<file path="config.mk">
export PLATFORM = sky130hd
export DESIGN_NAME = ipv4_dotted_text_parser
export DESIGN_NICKNAME = d
export VERILOG_FILES = /design/src/hdl/ipv4dp_pkg.sv /design/src/hdl/ipv4dp_step.sv /design/src/hdl/ipv4_dotted_text_parser.sv
export SDC_FILE = /design/constraint.sdc
export NUM_CORES = 1
export LEC_CHECK = 0
export ABC_AREA = 1
export BUFFER_PORTS_ARGS = -buffer_cell sky130_fd_sc_hd__buf_4
export CAP_MARGIN = 30
export CORE_UTILIZATION = 44
export DETAILED_ROUTE_END_ITERATION = 10
export PLACE_DENSITY = 0.6
export SYNTH_ARGS = -nofsm -noshare
export SYNTH_HDL_FRONTEND = slang
export SYNTH_HIERARCHICAL = 1
export SYNTH_SLANG_ARGS = --single-unit
</file>
<file path="constraint.sdc">
create_clock -name clk -period 4.85 [get_ports clk]
set_clock_uncertainty 0.05 [all_clocks]
set_input_delay 0.485 -clock clk [delete_from_list [all_inputs] [get_ports clk]]
set_output_delay 0.485 -clock clk [all_outputs]
set_load 0.01 [all_outputs]
</file>
<file path="src/hdl/ipv4dp_pkg.sv">
`timescale 1ns / 1ps
`default_nettype none
package ipv4dp_pkg;

  localparam int CharW = 8;
  localparam int AddrW = 32;

  localparam logic [1:0] PH_START  = 2'd0;
  localparam logic [1:0] PH_ZERO   = 2'd1;
  localparam logic [1:0] PH_DIGITS = 2'd2;
  localparam logic [1:0] PH_SKIP   = 2'd3;

  localparam logic [1:0] BASE_DEC = 2'd0;
  localparam logic [1:0] BASE_OCT = 2'd1;
  localparam logic [1:0] BASE_HEX = 2'd2;

  localparam logic [AddrW-1:0] LIMIT_24 = 32'h00ff_ffff;
  localparam logic [AddrW-1:0] LIMIT_16 = 32'h0000_ffff;
  localparam logic [AddrW-1:0] LIMIT_8  = 32'h0000_00ff;

  localparam logic [CharW-1:0] CH_NUL   = 8'h00;
  localparam logic [CharW-1:0] CH_ZERO  = 8'h30;
  localparam logic [CharW-1:0] CH_NINE  = 8'h39;
  localparam logic [CharW-1:0] CH_DOT   = 8'h2e;
  localparam logic [CharW-1:0] CH_SPACE = 8'h20;
  localparam logic [CharW-1:0] CH_TAB   = 8'h09;
  localparam logic [CharW-1:0] CH_CR    = 8'h0d;
  localparam logic [CharW-1:0] CH_X_LO  = 8'h78;
  localparam logic [CharW-1:0] CH_X_UP  = 8'h58;
  localparam logic [CharW-1:0] CH_A_LO  = 8'h61;
  localparam logic [CharW-1:0] CH_F_LO  = 8'h66;
  localparam logic [CharW-1:0] CH_A_UP  = 8'h41;
  localparam logic [CharW-1:0] CH_F_UP  = 8'h46;

  typedef struct packed {
    logic [1:0]            phase;
    logic [1:0]            base;
    logic [AddrW-1:0]      part;
    logic [1:0]            seen;
    logic [2:0][AddrW-1:0] earlier;
  } ipv4dp_state_t;

  typedef struct packed {
    logic             emit;
    logic [AddrW-1:0] address;
    logic             ok;
  } ipv4dp_result_t;

endpackage
`default_nettype wire

</file>
<file path="src/hdl/ipv4dp_step.sv">
`timescale 1ns / 1ps
`default_nettype none
module ipv4dp_step (
  input  wire logic [ipv4dp_pkg::CharW-1:0] char_code,
  input  wire ipv4dp_pkg::ipv4dp_state_t    cur,
  output ipv4dp_pkg::ipv4dp_state_t         nxt,
  output ipv4dp_pkg::ipv4dp_result_t        res
);

  logic                          is_dig;
  logic                          is_ws;
  logic                          is_hex_lo;
  logic                          is_hex_up;
  logic [3:0]                    dig_val;
  logic [ipv4dp_pkg::AddrW-1:0]  dig_ext;
  logic [ipv4dp_pkg::AddrW-1:0]  acc_dec;
  logic [ipv4dp_pkg::AddrW-1:0]  acc_oct;
  logic [ipv4dp_pkg::AddrW-1:0]  acc_hex;
  logic [1:0]                    base_eff;
  logic                          do_part;
  logic                          do_emit;
  logic                          emit_ok;
  logic [ipv4dp_pkg::AddrW-1:0]  emit_addr;
  logic                          too_big;
  logic [ipv4dp_pkg::AddrW-1:0]  merged;

  assign is_dig    = (char_code >= ipv4dp_pkg::CH_ZERO) && (char_code <= ipv4dp_pkg::CH_NINE);
  assign is_ws     = (char_code == ipv4dp_pkg::CH_SPACE) ||
                     ((char_code >= ipv4dp_pkg::CH_TAB) && (char_code <= ipv4dp_pkg::CH_CR));
  assign is_hex_lo = (char_code >= ipv4dp_pkg::CH_A_LO) && (char_code <= ipv4dp_pkg::CH_F_LO);
  assign is_hex_up = (char_code >= ipv4dp_pkg::CH_A_UP) && (char_code <= ipv4dp_pkg::CH_F_UP);

  always_comb begin
    if (is_hex_lo) begin
      dig_val = 4'(char_code - ipv4dp_pkg::CH_A_LO) + 4'd10;
    end else if (is_hex_up) begin
      dig_val = 4'(char_code - ipv4dp_pkg::CH_A_UP) + 4'd10;
    end else begin
      dig_val = 4'(char_code - ipv4dp_pkg::CH_ZERO);
    end
  end

  assign dig_ext = {{(ipv4dp_pkg::AddrW-4){1'b0}}, dig_val};
  assign acc_dec = (cur.part << 3) + (cur.part << 1) + dig_ext;
  assign acc_oct = (cur.part << 3) + dig_ext;
  assign acc_hex = (cur.part << 4) | dig_ext;

  // last part range check and merge of earlier parts
  always_comb begin
    too_big = 1'b0;
    merged  = cur.part;
    case (cur.seen)
      2'd1: begin
        too_big = cur.part > ipv4dp_pkg::LIMIT_24;
        merged  = cur.part | (cur.earlier[0] << 24);
      end
      2'd2: begin
        too_big = cur.part > ipv4dp_pkg::LIMIT_16;
        merged  = cur.part | (cur.earlier[0] << 24) | (cur.earlier[1] << 16);
      end
      2'd3: begin
        too_big = cur.part > ipv4dp_pkg::LIMIT_8;
        merged  = cur.part | (cur.earlier[0] << 24) | (cur.earlier[1] << 16) |
                  (cur.earlier[2] << 8);
      end
      default: begin
        too_big = 1'b0;
        merged  = cur.part;
      end
    endcase
  end

  always_comb begin
    nxt       = cur;
    base_eff  = cur.base;
    do_part   = 1'b0;
    do_emit   = 1'b0;
    emit_ok   = 1'b0;
    emit_addr = '0;

    unique case (cur.phase)
      ipv4dp_pkg::PH_START: begin
        if (!is_dig) begin
          do_emit = 1'b1;
        end else if (char_code == ipv4dp_pkg::CH_ZERO) begin
          nxt.part  = '0;
          nxt.phase = ipv4dp_pkg::PH_ZERO;
        end else begin
          nxt.base  = ipv4dp_pkg::BASE_DEC;
          nxt.part  = dig_ext;
          nxt.phase = ipv4dp_pkg::PH_DIGITS;
        end
      end
      ipv4dp_pkg::PH_ZERO: begin
        nxt.phase = ipv4dp_pkg::PH_DIGITS;
        if ((char_code == ipv4dp_pkg::CH_X_LO) || (char_code == ipv4dp_pkg::CH_X_UP)) begin
          nxt.base = ipv4dp_pkg::BASE_HEX;
        end else begin
          nxt.base = ipv4dp_pkg::BASE_OCT;
          base_eff = ipv4dp_pkg::BASE_OCT;
          do_part  = 1'b1;
        end
      end
      ipv4dp_pkg::PH_DIGITS: begin
        do_part = 1'b1;
      end
      ipv4dp_pkg::PH_SKIP: begin
        if (char_code == ipv4dp_pkg::CH_NUL) begin
          nxt.base  = ipv4dp_pkg::BASE_DEC;
          nxt.part  = '0;
          nxt.seen  = '0;
          nxt.phase = ipv4dp_pkg::PH_START;
        end
      end
      default: begin
        nxt.phase = ipv4dp_pkg::PH_START;
      end
    endcase

    if (do_part) begin
      if (is_dig) begin
        if (base_eff == ipv4dp_pkg::BASE_HEX) begin
          nxt.part = acc_hex;
        end else if (base_eff == ipv4dp_pkg::BASE_OCT) begin
          nxt.part = acc_oct;
        end else begin
          nxt.part = acc_dec;
        end
      end else if ((base_eff == ipv4dp_pkg::BASE_HEX) && (is_hex_lo || is_hex_up)) begin
        nxt.part = acc_hex;
      end else if (char_code == ipv4dp_pkg::CH_DOT) begin
        if (cur.seen == 2'd3) begin
          do_emit = 1'b1;
        end else begin
          case (cur.seen)
            2'd0:    nxt.earlier[0] = cur.part;
            2'd1:    nxt.earlier[1] = cur.part;
            default: nxt.earlier[2] = cur.part;
          endcase
          nxt.seen  = cur.seen + 2'd1;
          nxt.part  = '0;
          nxt.base  = ipv4dp_pkg::BASE_DEC;
          nxt.phase = ipv4dp_pkg::PH_START;
        end
      end else if ((char_code == ipv4dp_pkg::CH_NUL) || is_ws) begin
        do_emit   = 1'b1;
        emit_ok   = !too_big;
        emit_addr = too_big ? '0 : merged;
      end else begin
        do_emit = 1'b1;
      end
    end

    if (do_emit) begin
      nxt.base  = ipv4dp_pkg::BASE_DEC;
      nxt.part  = '0;
      nxt.seen  = '0;
      nxt.phase = (char_code == ipv4dp_pkg::CH_NUL) ? ipv4dp_pkg::PH_START
                                                    : ipv4dp_pkg::PH_SKIP;
    end

    res.emit    = do_emit;
    res.ok      = emit_ok;
    res.address = emit_addr;
  end

endmodule
`default_nettype wire

</file>
<file path="src/hdl/ipv4_dotted_text_parser.sv">
// Channel | Direction | Ports                               | Transfer when
// input   | in        | in_char_code                        | in_valid && in_ready
// result  | out       | out_address, out_valid_res          | out_valid && out_ready
//
// One character per cycle while the result register does not stall: a transfer lands in an
// input register, whose character then updates the parser state and, on a terminator or
// error, loads the result register. The rate is set by the result register, which holds
// while out_ready is low and stalls the input register behind it.
// rst_n (synchronous) clears the parser to the start of a new text and empties both registers.
`timescale 1ns / 1ps
`default_nettype none
module ipv4_dotted_text_parser (
  input  wire logic                          clk,
  input  wire logic                          rst_n,
  input  wire logic                          in_valid,
  output wire logic                          in_ready,
  input  wire logic [ipv4dp_pkg::CharW-1:0]  in_char_code,
  output wire logic                          out_valid,
  input  wire logic                          out_ready,
  output wire logic [ipv4dp_pkg::AddrW-1:0]  out_address,
  output wire logic                          out_valid_res
);

  logic [ipv4dp_pkg::CharW-1:0] char_r;
  logic                         char_vld_r;
  logic                         out_vld_r;
  logic [ipv4dp_pkg::AddrW-1:0] out_addr_r;
  logic                         out_ok_r;
  logic                         advance;

  ipv4dp_pkg::ipv4dp_state_t  st_r;
  ipv4dp_pkg::ipv4dp_state_t  st_nxt;
  ipv4dp_pkg::ipv4dp_result_t res;

  assign advance  = char_vld_r && (!out_vld_r || out_ready);
  assign in_ready = !char_vld_r || advance;

  ipv4dp_step u_step (
    .char_code (char_r),
    .cur       (st_r),
    .nxt       (st_nxt),
    .res       (res)
  );

  always_ff @(posedge clk) begin
    if (!rst_n) begin
      char_vld_r <= 1'b0;
    end else if (in_ready) begin
      char_vld_r <= in_valid;
    end
  end

  always_ff @(posedge clk) begin
    if (in_valid && in_ready) begin
      char_r <= in_char_code;
    end
  end

  always_ff @(posedge clk) begin
    if (!rst_n) begin
      st_r.phase   <= ipv4dp_pkg::PH_START;
      st_r.base    <= ipv4dp_pkg::BASE_DEC;
      st_r.part    <= '0;
      st_r.seen    <= '0;
      st_r.earlier <= '0;
    end else if (advance) begin
      st_r <= st_nxt;
    end
  end

  always_ff @(posedge clk) begin
    if (!rst_n) begin
      out_vld_r <= 1'b0;
    end else if (advance && res.emit) begin
      out_vld_r <= 1'b1;
    end else if (out_ready) begin
      out_vld_r <= 1'b0;
    end
  end

  always_ff @(posedge clk) begin
    if (advance && res.emit) begin
      out_addr_r <= res.address;
      out_ok_r   <= res.ok;
    end
  end

  assign out_valid     = out_vld_r;
  assign out_address   = out_addr_r;
  assign out_valid_res = out_ok_r;

endmodule
`default_nettype wire

</file>
After elaboration in Yosys (flattened, before gate mapping)
Cells that the tools add are included.

Logic and storage cells: 124. Register bits after elaboration: 177. Output and inout port bits: 35.

Add/sub/neg operators: 9. Eq/ne operators: 13. Order comparisons: 11. Reductions and logical operators: 27. Muxes and demuxes: 42. Bitwise operators: 10.

Operators with widths (count): $mux 134 (3); $mux 32 (7); $mux 98 (2); $or 32x32->32 (3); $pmux 32 s3 (1); $mux 38 (2); $add 32x4->32 (2); $pmux 32 s2 (1); $mux 36 (1); $add 32x32->32 (1); $gt 32x16->1 const B (1); $gt 32x24->1 const B (1); $gt 32x8->1 const B (1); $or 32x4->32 (1); $eq 8x6->1 const B (3); $reduce_and 7->1 (3); $mux 4 (5); $eq 8x7->1 const B (2); $ge 8x7->1 const B (2); $le 8x7->1 const B (2); $mux 2 (7); $pmux 4 s3 (1); $sub 4x1->4 const B (3); $eq 2x2->1 const B (5); other kinds (20) (52).

Depth between registers and ports, before layout
Gate-level depths: netlist of run 1.

Depth in word-level cells: 13. Depth in mapped cells: 29. Depth with buffers taken out: 28.

By module
Netlist of run 1, hierarchy kept.

Modules (own cells, without submodules): ipv4dp_step (area an instance 7485.9 um^2, seq. area each 0.0 um^2, times used 1, cells an instance 1480); ipv4_dotted_text_parser (area an instance 7240.7 um^2, seq. area each 3953.8 um^2, times used 1, cells an instance 935).

Least setup slack after synthesis of run 1
OpenSTA, ideal clock, no wires.

Kind: register to register. Start point: register char_r[1] (netlist bit). End point: register st_r[112] (netlist bit). Library setup time: 0.064 ns. Arrival: 3.558 ns. Stages on the path, launching flop included: 28. Data required time: 4.736 ns. Setup slack: 1.178 ns. Path through: edfxtp_1 inv_1 ha_1 inv_1 nand3_1 nand2_1 nor2_1 buf_2 nand2_1 xor2_1 ha_1 ha_1 fa_1 nand3_1 nand3_1 nand3_1 nand3_1 nand2_1 inv_1 o21ai_0 nand2_1 nand3_1 o21ai_0 a21oi_1 inv_1 nand3_1 nand2_1 nor2_1.

RTL lines: from (decl) (RTL line ipv4_dotted_text_parser.sv:24) `logic [ipv4dp_pkg::CharW-1:0] char_r;`; from (signal assigned) (RTL line ipv4_dotted_text_parser.sv:55) `char_r <= in_char_code;`; to (signal assigned) (RTL line ipv4_dotted_text_parser.sv:67) `st_r <= st_nxt;`; to (decl) (RTL line ipv4_dotted_text_parser.sv:31) `ipv4dp_pkg::ipv4dp_state_t st_r;`.

==> results.cfg, run 1 <==
[sta]
tns_ns = 0
worstMarginPinSlew_ns = 1.03
setup_viol = 0
rsz0062_at_grt = no
hold_viol = 0
timing.slew.headroom = 0.312
layout_min_cycle_time_ns = 4.17
fmax_mhz = 240
holdWs_ns = 0.175
period_share = 0.861
drv_slew = 0

[critical_path]
worstRegToRegCells = 26
crit_slowest_cell = edfxtp_1
cp_max_fo = 6
crit_type = flip-flop to flip-flop
cp-start-kind = flip-flop
path_common_cell = nand3_1
cpPeakStageDelay_ns = 0.44
reg2reg_slack_ns = 0.68
critPathRequiredTime_ns = 5.17
arrival_ns = 4.49
end_kind = flip-flop

[detailed_routing]
routedWlPerCell_um = 17.5
firstDrtPassIters = 6
drt_wl_total_um = 41100
drt_iter0_markers = 1339
antenna_left = 0
vias = 12981
drcViolationCount = 0
via_per_inst = 5.53

[floorplan]
fp.coreArea_um2 = 27000
die_w_um = 168
rows = 60
start_util = 0.450
ios = 47
die_area_um2 = 28200
die-height_um = 168

[clock_network]
insertion_delay_ns = 0.43
clk_pin_slew_worst_paths_ns = 0.07
cts_buffer_depth = 2
cts_tree = yes
root_buffer = clkbuf_16
cts-hold-fix-buffers = 0
htree_levels = 4
cts_made_buffers = 17
cts.sinks = 129

[finish]
nets = 2081
drive_gt1_frac = 0.0628
area.growth.synth_to_final_pct = 8.55
fillCellCount = 2821
antennaDiodeCount = 0
final_cell_mix = 559 x nand2_1, 297 x inv_1, 194 x nor2_1, 191 x nand3_1, 177 x a21oi_1
final_common_cell = nand2_1

[place]
dp.final_hpwl_um = 29000
gp_congestion = 0.985
port_buffers = 46

[logic_synthesis]
syn-cell-area_um2 = 12100
yosys_warnings = 6
syn_inst = 2019
syn_avg_cell_area_um2 = 6.00
syn-num-nets = 2106

[power_and_ir_drop]
net-switching-power_mw = 1.22
comb_power_share = 0.242
p_int_mw = 2.25
seq_power_share = 0.369
p_total_mw = 3.47
leakage_nw = 6.04
p_sw_frac = 0.352
pwr_density_cell_nw_per_um2 = 264
vdd_ir_drop_max_v = 0.000178
power_frac_clock = 0.389

[global_routing]
track_usage = 0.295
grt_antenna_before_repair = 0
grt_overflow = 0
grt_max_degree = 89
grt_first_pass_wirelength_um = 65400
grt_pass1_vias = 11888

[job]
maxCapViolations = 0

[min_path]
holdPathStages = 1
hp-class = primary input to flip-flop

[outcome]
status = completed
layout make-up:
| cell class | instances | area (um^2) | area share |
|---|---|---|---|
| clock buffers | 18 | 429 | 0.0326 |
| clock inverters | 14 | 169 | 0.0128 |
| inverters | 309 | 1160 | 0.0882 |
| multi-input cells | 1469 | 7440 | 0.566 |
| flip-flops and latches | 129 | 3000 | 0.228 |
| well taps | 341 | 427 | 0.0324 |
| repair buffers | 68 | 531 | 0.0403 |
worst paths after layout:
check / startpoint / to
hold / removal: in_char_code[3] / char_r[3]$_DFFE_PP_
hold reg to reg: st_r[3]$_SDFFE_PN0P_ / st_r[3]$_SDFFE_PN0P_
setup reg to reg: char_r[1]$_DFFE_PP_ / st_r[112]$_SDFFE_PN0P_
setup / recovery: char_r[1]$_DFFE_PP_ / st_r[112]$_SDFFE_PN0P_
sequential cells by signal (all words and copies together), names as in the netlist:
signal / flops
char_r: 8
char_vld_r: 1
out_address: 32
out_valid: 1
out_valid_res: 1
st_r: 86
layer usage:
| metal | global-route usage | vias up | share of wire |
|---|---|---|---|
| met4 | 0.119 | 0 | 0.037 |
| met1 | 0.409 | 5902 | 0.44 |
| li1 | - | 6451 | - |
| met2 | 0.454 | 550 | 0.43 |
| met5 | 0 | - | 0 |
| met3 | 0.0512 | 78 | 0.090 |
worst max-delay path: cells and delay by family (launching register included):
kind / cells / cell delay [ns]
AO/OA/AOI/OAI: 3 / 0.34
XOR/XNOR: 1 / 0.28
adder cells (fa/ha/maj): 4 / 1.20
buffers and inverters: 4 / 0.26
flip-flops: 1 / 0.44
AND/OR/NAND/NOR: 14 / 1.54
power by group through the flow:
stage | clock network [mW] | logic (mW) | registers [mW]
after CTS | 1.36 | 0.825 | 1.28
final | 1.35 | 0.839 | 1.28
after detailed placement | 0 | 0.820 | 1.30
after floorplan | 0 | 0.596 | 1.27
after global routing | 1.40 | 0.935 | 1.29
after global placement | 0 | 0.812 | 1.30
metrics by stage:
stage	cell area, um^2	setup slack [ns]	util	cells
final	13200	0.675	0.488	2348
after global routing	13200	0.113	0.488	2348
after CTS	13100	0.588	0.487	2347
after detailed placement	12500	0.615	0.465	2315
after global placement	12500	0.720	0.465	2315
after floorplan	12100	1.18	-	2019
timing repair:
| item | in CTS | in global routing |
|---|---|---|
| resized for setup | 0 | 1 |
| endpoints found under the setup margin | 0 | 1 |
| buffers inserted | 0 | 0 |
Note: power is estimated with default switching activity, not from simulation.
==> run 2: changes to the inputs <==
--- a/config.mk
+++ b/config.mk
@@ -11,6 +11,8 @@
 export CORE_UTILIZATION = 44
 export DETAILED_ROUTE_END_ITERATION = 10
 export PLACE_DENSITY = 0.6
+export REMOVE_ABC_BUFFERS = 1
+export SLEW_MARGIN = 20
 export SYNTH_ARGS = -nofsm -noshare
 export SYNTH_HDL_FRONTEND = slang
 export SYNTH_HIERARCHICAL = 1
==> run 2 against run 1 <==
Compared with the run above:
- cell count is 0.13% higher
- design area is 0.47% higher
- sequential power hardly changed
- fmax is 2.3% lower
- largest power group unchanged
- global-route usage is 0.52 points lower
- power is 2.4% higher
- non-clock buffer count is 4 higher
- flip-flop and latch count stayed put
==> results.cfg, run 2 (synthesis results as in run 1) <==
[clock_network]
insertion_delay_ns = 0.44
cts_made_buffers = 17
cts_tree = yes
post_cts_resize_count = 0
cts-hold-fix-buffers = 0
root_buffer = clkbuf_16
clk_pin_slew_worst_paths_ns = 0.06
htree_levels = 4
cts.sinks = 129
cts_buffer_depth = 2
cts_setup_buffers = 0

[outcome]
status = completed

[global_routing]
grtUsageMet1 = 0.400
grt_max_degree = 74
grt_overflow = 0
track_usage = 0.290
grt-busiest-layer = met2
use_met2 = 0.443
grt_pass1_vias = 11699
grt_first_pass_wirelength_um = 64000
use_met3 = 0.0468
grt_antenna_before_repair = 0

[finish]
regArea_um2 = 3000
final_cell_mix = 559 x nand2_1, 297 x inv_1, 195 x nor2_1, 191 x nand3_1, 177 x a21oi_1
nets = 2085
utilization = 0.490
largest_reg_flops = 86
final_cells = 2351
fillCellCount = 2872
fin_area_um2 = 13200
area.growth.synth_to_final_pct = 9.06
regMostFlops = st_r
multi_input_area_um2 = 7430
antennaDiodeCount = 0
final_common_cell = nand2_1
drive_gt1_frac = 0.0642

[critical_path]
crit_type = flip-flop to flip-flop
cpPeakStageDelay_ns = 0.50
crit_slowest_cell = fa_1
path_common_cell = nand2_1
arrival_ns = 4.60
cp_max_fo = 11
end_kind = flip-flop
cp-start-kind = flip-flop
critPathRequiredTime_ns = 5.17

[sta]
drv_slew = 0
fmax_mhz = 234
period_share = 0.881
timing.slew.headroom = 0.410
setup_slack_ns = 0.578
setup_viol = 0
layout_min_cycle_time_ns = 4.27
tns_ns = 0
hold_viol = 0
worstMarginPinSlew_ns = 0.876
rsz0062_at_grt = no

[floorplan]
die-height_um = 168
start_util = 0.450
die_area_um2 = 28200
fp.coreArea_um2 = 27000
ios = 47
die_w_um = 168
rows = 60

[power_and_ir_drop]
vdd_ir_drop_max_v = 0.000215
pwr_density_cell_nw_per_um2 = 269
leakage_nw = 6.09

[place]
dp.final_hpwl_um = 29400
dp_slack_ns = 0.654
port_buffers = 46
gp_congestion = 1.00
dpl_cell_area_um2 = 12600
dp.cells = 2320

[detailed_routing]
drt_iter0_markers = 1238
routedWlPerCell_um = 17.3
vias = 12865
drt_wl_total_um = 40600
firstDrtPassIters = 5
drcViolationCount = 0
antenna_left = 0
via_per_inst = 5.47

[job]
maxCapViolations = 0

[min_path]
hp-class = primary input to flip-flop
-- run 2: cell count changes in the layout (fill, tap and decap cells not counted), sizes merged --
cell	delta
bufinv	+2
buf	+4
inv	-1
clkinvlp	-3
clkinv	+1
-- run 2: per-layer routing --
layer	vias up	wire length, um	part of all wire
met5	-	0	0
met4	0	1660	0.041
met3	100	3080	0.076
met2	495	17400	0.43
met1	5830	18500	0.46
li1	6440	-	-
-- run 2: layout make-up --
class	count	area share
Multi-Input combinational cell	1469	0.563
Clock buffer	18	0.0332
Sequential cell	129	0.227
Inverter	309	0.0878
Tap cell	341	0.0323
Timing Repair Buffer	72	0.0424
Clock inverter	13	0.0150
-- run 2: stage by stage --
stage | total power, mW | hold slack, ns
after floorplan | 1.83 | 0.402
after global placement | 2.11 | 0.410
after detailed placement | 2.13 | 0.424
after CTS | 3.56 | 0.165
after global routing | 3.72 | 0.164
final | 3.55 | 0.175
-- run 2: power by group --
group / leakage, nW / switching [mW] / internal [mW] / total (mW)
Clock: 0.314 / 0.549 / 0.885 / 1.43
Combinational: 4.68 / 0.553 / 0.286 / 0.840
Sequential: 1.09 / 0.0919 / 1.19 / 1.28
Total: 6.09 / 1.19 / 2.36 / 3.55
-- run 2: critical path, delay by kind of cell (launching register included) --
| family | cells | cell delay [ns] |
|---|---|---|
| AND/OR/NAND/NOR | 15 | 1.41 |
| adder cells (fa/ha/maj) | 3 | 1.08 |
| AO/OA/AOI/OAI | 3 | 0.66 |
| buffers and inverters | 4 | 0.56 |
| flip-flops | 1 | 0.42 |
-- run 2: final timing paths --
path	cells past startpoint	start	slack, ns	to
min	1	in_char_code[0]	0.17	char_r[0]$_DFFE_PP_
max	25	char_r[0]$_DFFE_PP_	0.58	st_r[113]$_SDFFE_PN0P_
max reg2reg	25	char_r[0]$_DFFE_PP_	0.58	st_r[113]$_SDFFE_PN0P_
min reg2reg	2	st_r[85]$_SDFFE_PN0P_	0.43	st_r[85]$_SDFFE_PN0P_
==> run 3: changes to the inputs <==
--- a/config.mk
+++ b/config.mk
@@ -8,6 +8,7 @@
 export ABC_AREA = 1
 export BUFFER_PORTS_ARGS = -buffer_cell sky130_fd_sc_hd__buf_4
 export CAP_MARGIN = 30
+export CORE_MARGIN = 1.5
 export CORE_UTILIZATION = 44
 export DETAILED_ROUTE_END_ITERATION = 10
 export PLACE_DENSITY = 0.6
@@ -15,5 +16,4 @@
 export SLEW_MARGIN = 20
 export SYNTH_ARGS = -nofsm -noshare
 export SYNTH_HDL_FRONTEND = slang
-export SYNTH_HIERARCHICAL = 1
 export SYNTH_SLANG_ARGS = --single-unit
==> run 3 against run 2 <==
Compared with the run above:
- setup slack better by 0.22 ns
- fmax rose by 5.5%
- critical path depth decreased by 1
- clock power decreased by 3%
- synthesized cell count down 24%
- area after synthesis is 16% lower
- routed wire length is 19% lower
- cell count is 21% lower
- flip-flop and latch count did not move
- first-iteration DRC count fell by 24%
- sequential power down 10%
- die area down 15%
- largest cell class unchanged
- highest routed layer unchanged
==> results.cfg, run 3 <==
[critical_path]
critPathRequiredTime_ns = 5.09
crit_type = flip-flop to flip-flop
crit_start = char_r[0]$_DFFE_PP_
r2r_end = st_r[120]$_SDFFE_PN0P_
path_common_cell = nand2_1
crit_slowest_cell = fa_1
cpPeakStageDelay_ns = 0.46
worstRegToRegCells = 24
path_delay_family = simple AND/OR/NAND/NOR gates
crit_chain = inv_1, ha_1, inv_1, nor2_2, nand2_1, nand4_1, xnor2_1, ha_1, ha_1, fa_1, nand3_1, nand3_1, nand3_1, nand3_1, nand3_1, nand2_1, nand2_1, nand3_1, nand2_1, nand2_1, nand2_1, nand2_1, nand2_1, a21oi_1
path_buf_inv = 2
cp-start-kind = flip-flop
reg2reg_slack_ns = 0.80
end_kind = flip-flop
arrival_ns = 4.29
cp_max_fo = 5
r2r_start = char_r[0]$_DFFE_PP_

[min_path]
hold-path-endpoint = char_r[3]$_DFFE_PP_
hp-class = primary input to flip-flop
holdCritStartpoint = in_char_code[3]
holdPathStages = 1

[clock_network]
htree_levels = 4
clk_pin_slew_worst_paths_ns = 0.06
root_buffer = clkbuf_16
cts.sinks = 129
cts-hold-fix-buffers = 0
post_cts_resize_count = 0
insertion_delay_ns = 0.43
cts_made_buffers = 17
cts_tree = yes
cts_setup_buffers = 0
cts_buffer_depth = 2

[finish]
largest_reg_flops = 86
drive_gt1_frac = 0.0955
regMostFlops = st_r
antennaDiodeCount = 0
final_cell_mix = 446 x nand2_1, 171 x inv_1, 165 x nor2_1, 139 x a21oi_1, 94 x o21ai_0
area.growth.synth_to_final_pct = 11.1
utilization = 0.499
final_common_cell = nand2_1
nets = 1645

[detailed_routing]
drt_iter0_markers = 946
routedWlPerCell_um = 17.7
drcViolationCount = 0
antenna_left = 0
via_per_inst = 5.51
firstDrtPassIters = 6
vias = 10235
drt_wl_total_um = 32800

[global_routing]
grt_first_pass_wirelength_um = 51900
grt_max_degree = 55
grt_antenna_before_repair = 0
track_usage = 0.276
grt_overflow = 0
grt_pass1_vias = 9510

[sta]
setup_viol = 0
worstMarginPinSlew_ns = 0.895
drv_slew = 0
period_share = 0.835
setup_slack_ns = 0.802
hold_viol = 0
rsz0062_at_grt = no
layout_min_cycle_time_ns = 4.05
fmax_mhz = 247
tns_ns = 0
timing.slew.headroom = 0.403

[logic_synthesis]
syn_avg_cell_area_um2 = 6.62
synth_top_area_cell = dfxtp_1
syn-cell-area_um2 = 10200
post-synth-top-count-cell = nand2_1
yosys_warnings = 0
ys_async_sr_fraction = 0
yosysSeqAreaShare = 0.293
netlist-cell-type-count = 53
syn_inst = 1541
synth.ff_latch_count = 129
synth_top_area_frac = 0.173
synth_area_leaders = dfxtp_1 17%, nand2_1 16%, edfxtp_1 12%
synth_common_cells = 446 x nand2_1, 171 x inv_1, 166 x nor2_1
synth-main-ff-cell = dfxtp_1
synth_edf_count = 41

[floorplan]
die_w_um = 155
start_util = 0.449
die-height_um = 155
fp.coreArea_um2 = 22700
rows = 55
ios = 47
die_area_um2 = 24100

[power_and_ir_drop]
p_total_mw = 2.79
leakage_nw = 4.89
vdd_ir_drop_max_v = 0.000199
pwr_density_cell_nw_per_um2 = 246

[place]
port_buffers = 46
dp.final_hpwl_um = 24000
dp_slack_ns = 0.880
gp_congestion = 0.968

[outcome]
status = completed

[job]
maxCapViolations = 0
[run 3: layout make-up]
class / instances / area (um^2)
timing repair buffer: 55 / 453
fill: 2314 / 11400
clock inverter: 12 / 181
clock buffer: 20 / 447
multi-input combinational: 1167 / 6190
inverter: 188 / 713
tap: 285 / 357
sequential: 129 / 2990
[run 3: logic make-up (layout without fill, tap and decap cells)]
kind of cell,Yosys count,after routing,synth area share
flops,129,129,0.293
simple gates,751,751,0.310
compound gates,313,313,0.178
xor+xnor,28,28,0.0240
fa+ha+maj,75,75,0.0935
buf+inv,245,275,0.101
[run 3: worst max path at each step]
stage	cells past startpoint	to	slack (ns)
floorplan	10	st_r[111]$_SDFFE_PN0P_	1.02
global placement	24	st_r[120]$_SDFFE_PN0P_	0.99
detailed placement	24	st_r[120]$_SDFFE_PN0P_	0.88
CTS	24	st_r[120]$_SDFFE_PN0P_	0.85
global route	24	st_r[120]$_SDFFE_PN0P_	0.45
finish	24	st_r[120]$_SDFFE_PN0P_	0.80
[run 3: report_power, final]
part	internal (mW)	total (mW)	switching, mW	leakage [nW]
sequential	1.13	1.15	0.0125	1.10
combinational	0.0794	0.260	0.180	3.49
clock	0.877	1.38	0.508	0.305
[run 3: worst register-to-register path: cells and delay by family, from the launching register on]
kind | cells | cell delay [ns]
AND/OR/NAND/NOR | 16 | 1.62
flip-flops | 1 | 0.41
adder cells (fa/ha/maj) | 4 | 1.23
XOR/XNOR | 1 | 0.37
AO/OA/AOI/OAI | 1 | 0.06
buffers and inverters | 2 | 0.17
[run 3: metal layers]
metal / vias to the layer above / part of all wire / track usage
met5: - / 0 / 0
met4: 0 / 0.024 / 0.0898
met3: 59 / 0.060 / 0.0421
met2: 352 / 0.47 / 0.461
met1: 4721 / 0.45 / 0.367
li1: 5103 / - / -
[run 3: through the flow]
stage	std cells	hold slack [ns]	instance area, um^2
floorplan	1484	0.408	9890
global placement	1821	0.428	10600
detailed placement	1822	0.437	10700
CTS	1854	0.178	11300
global route	1856	0.177	11300
finish	1856	0.182	11300
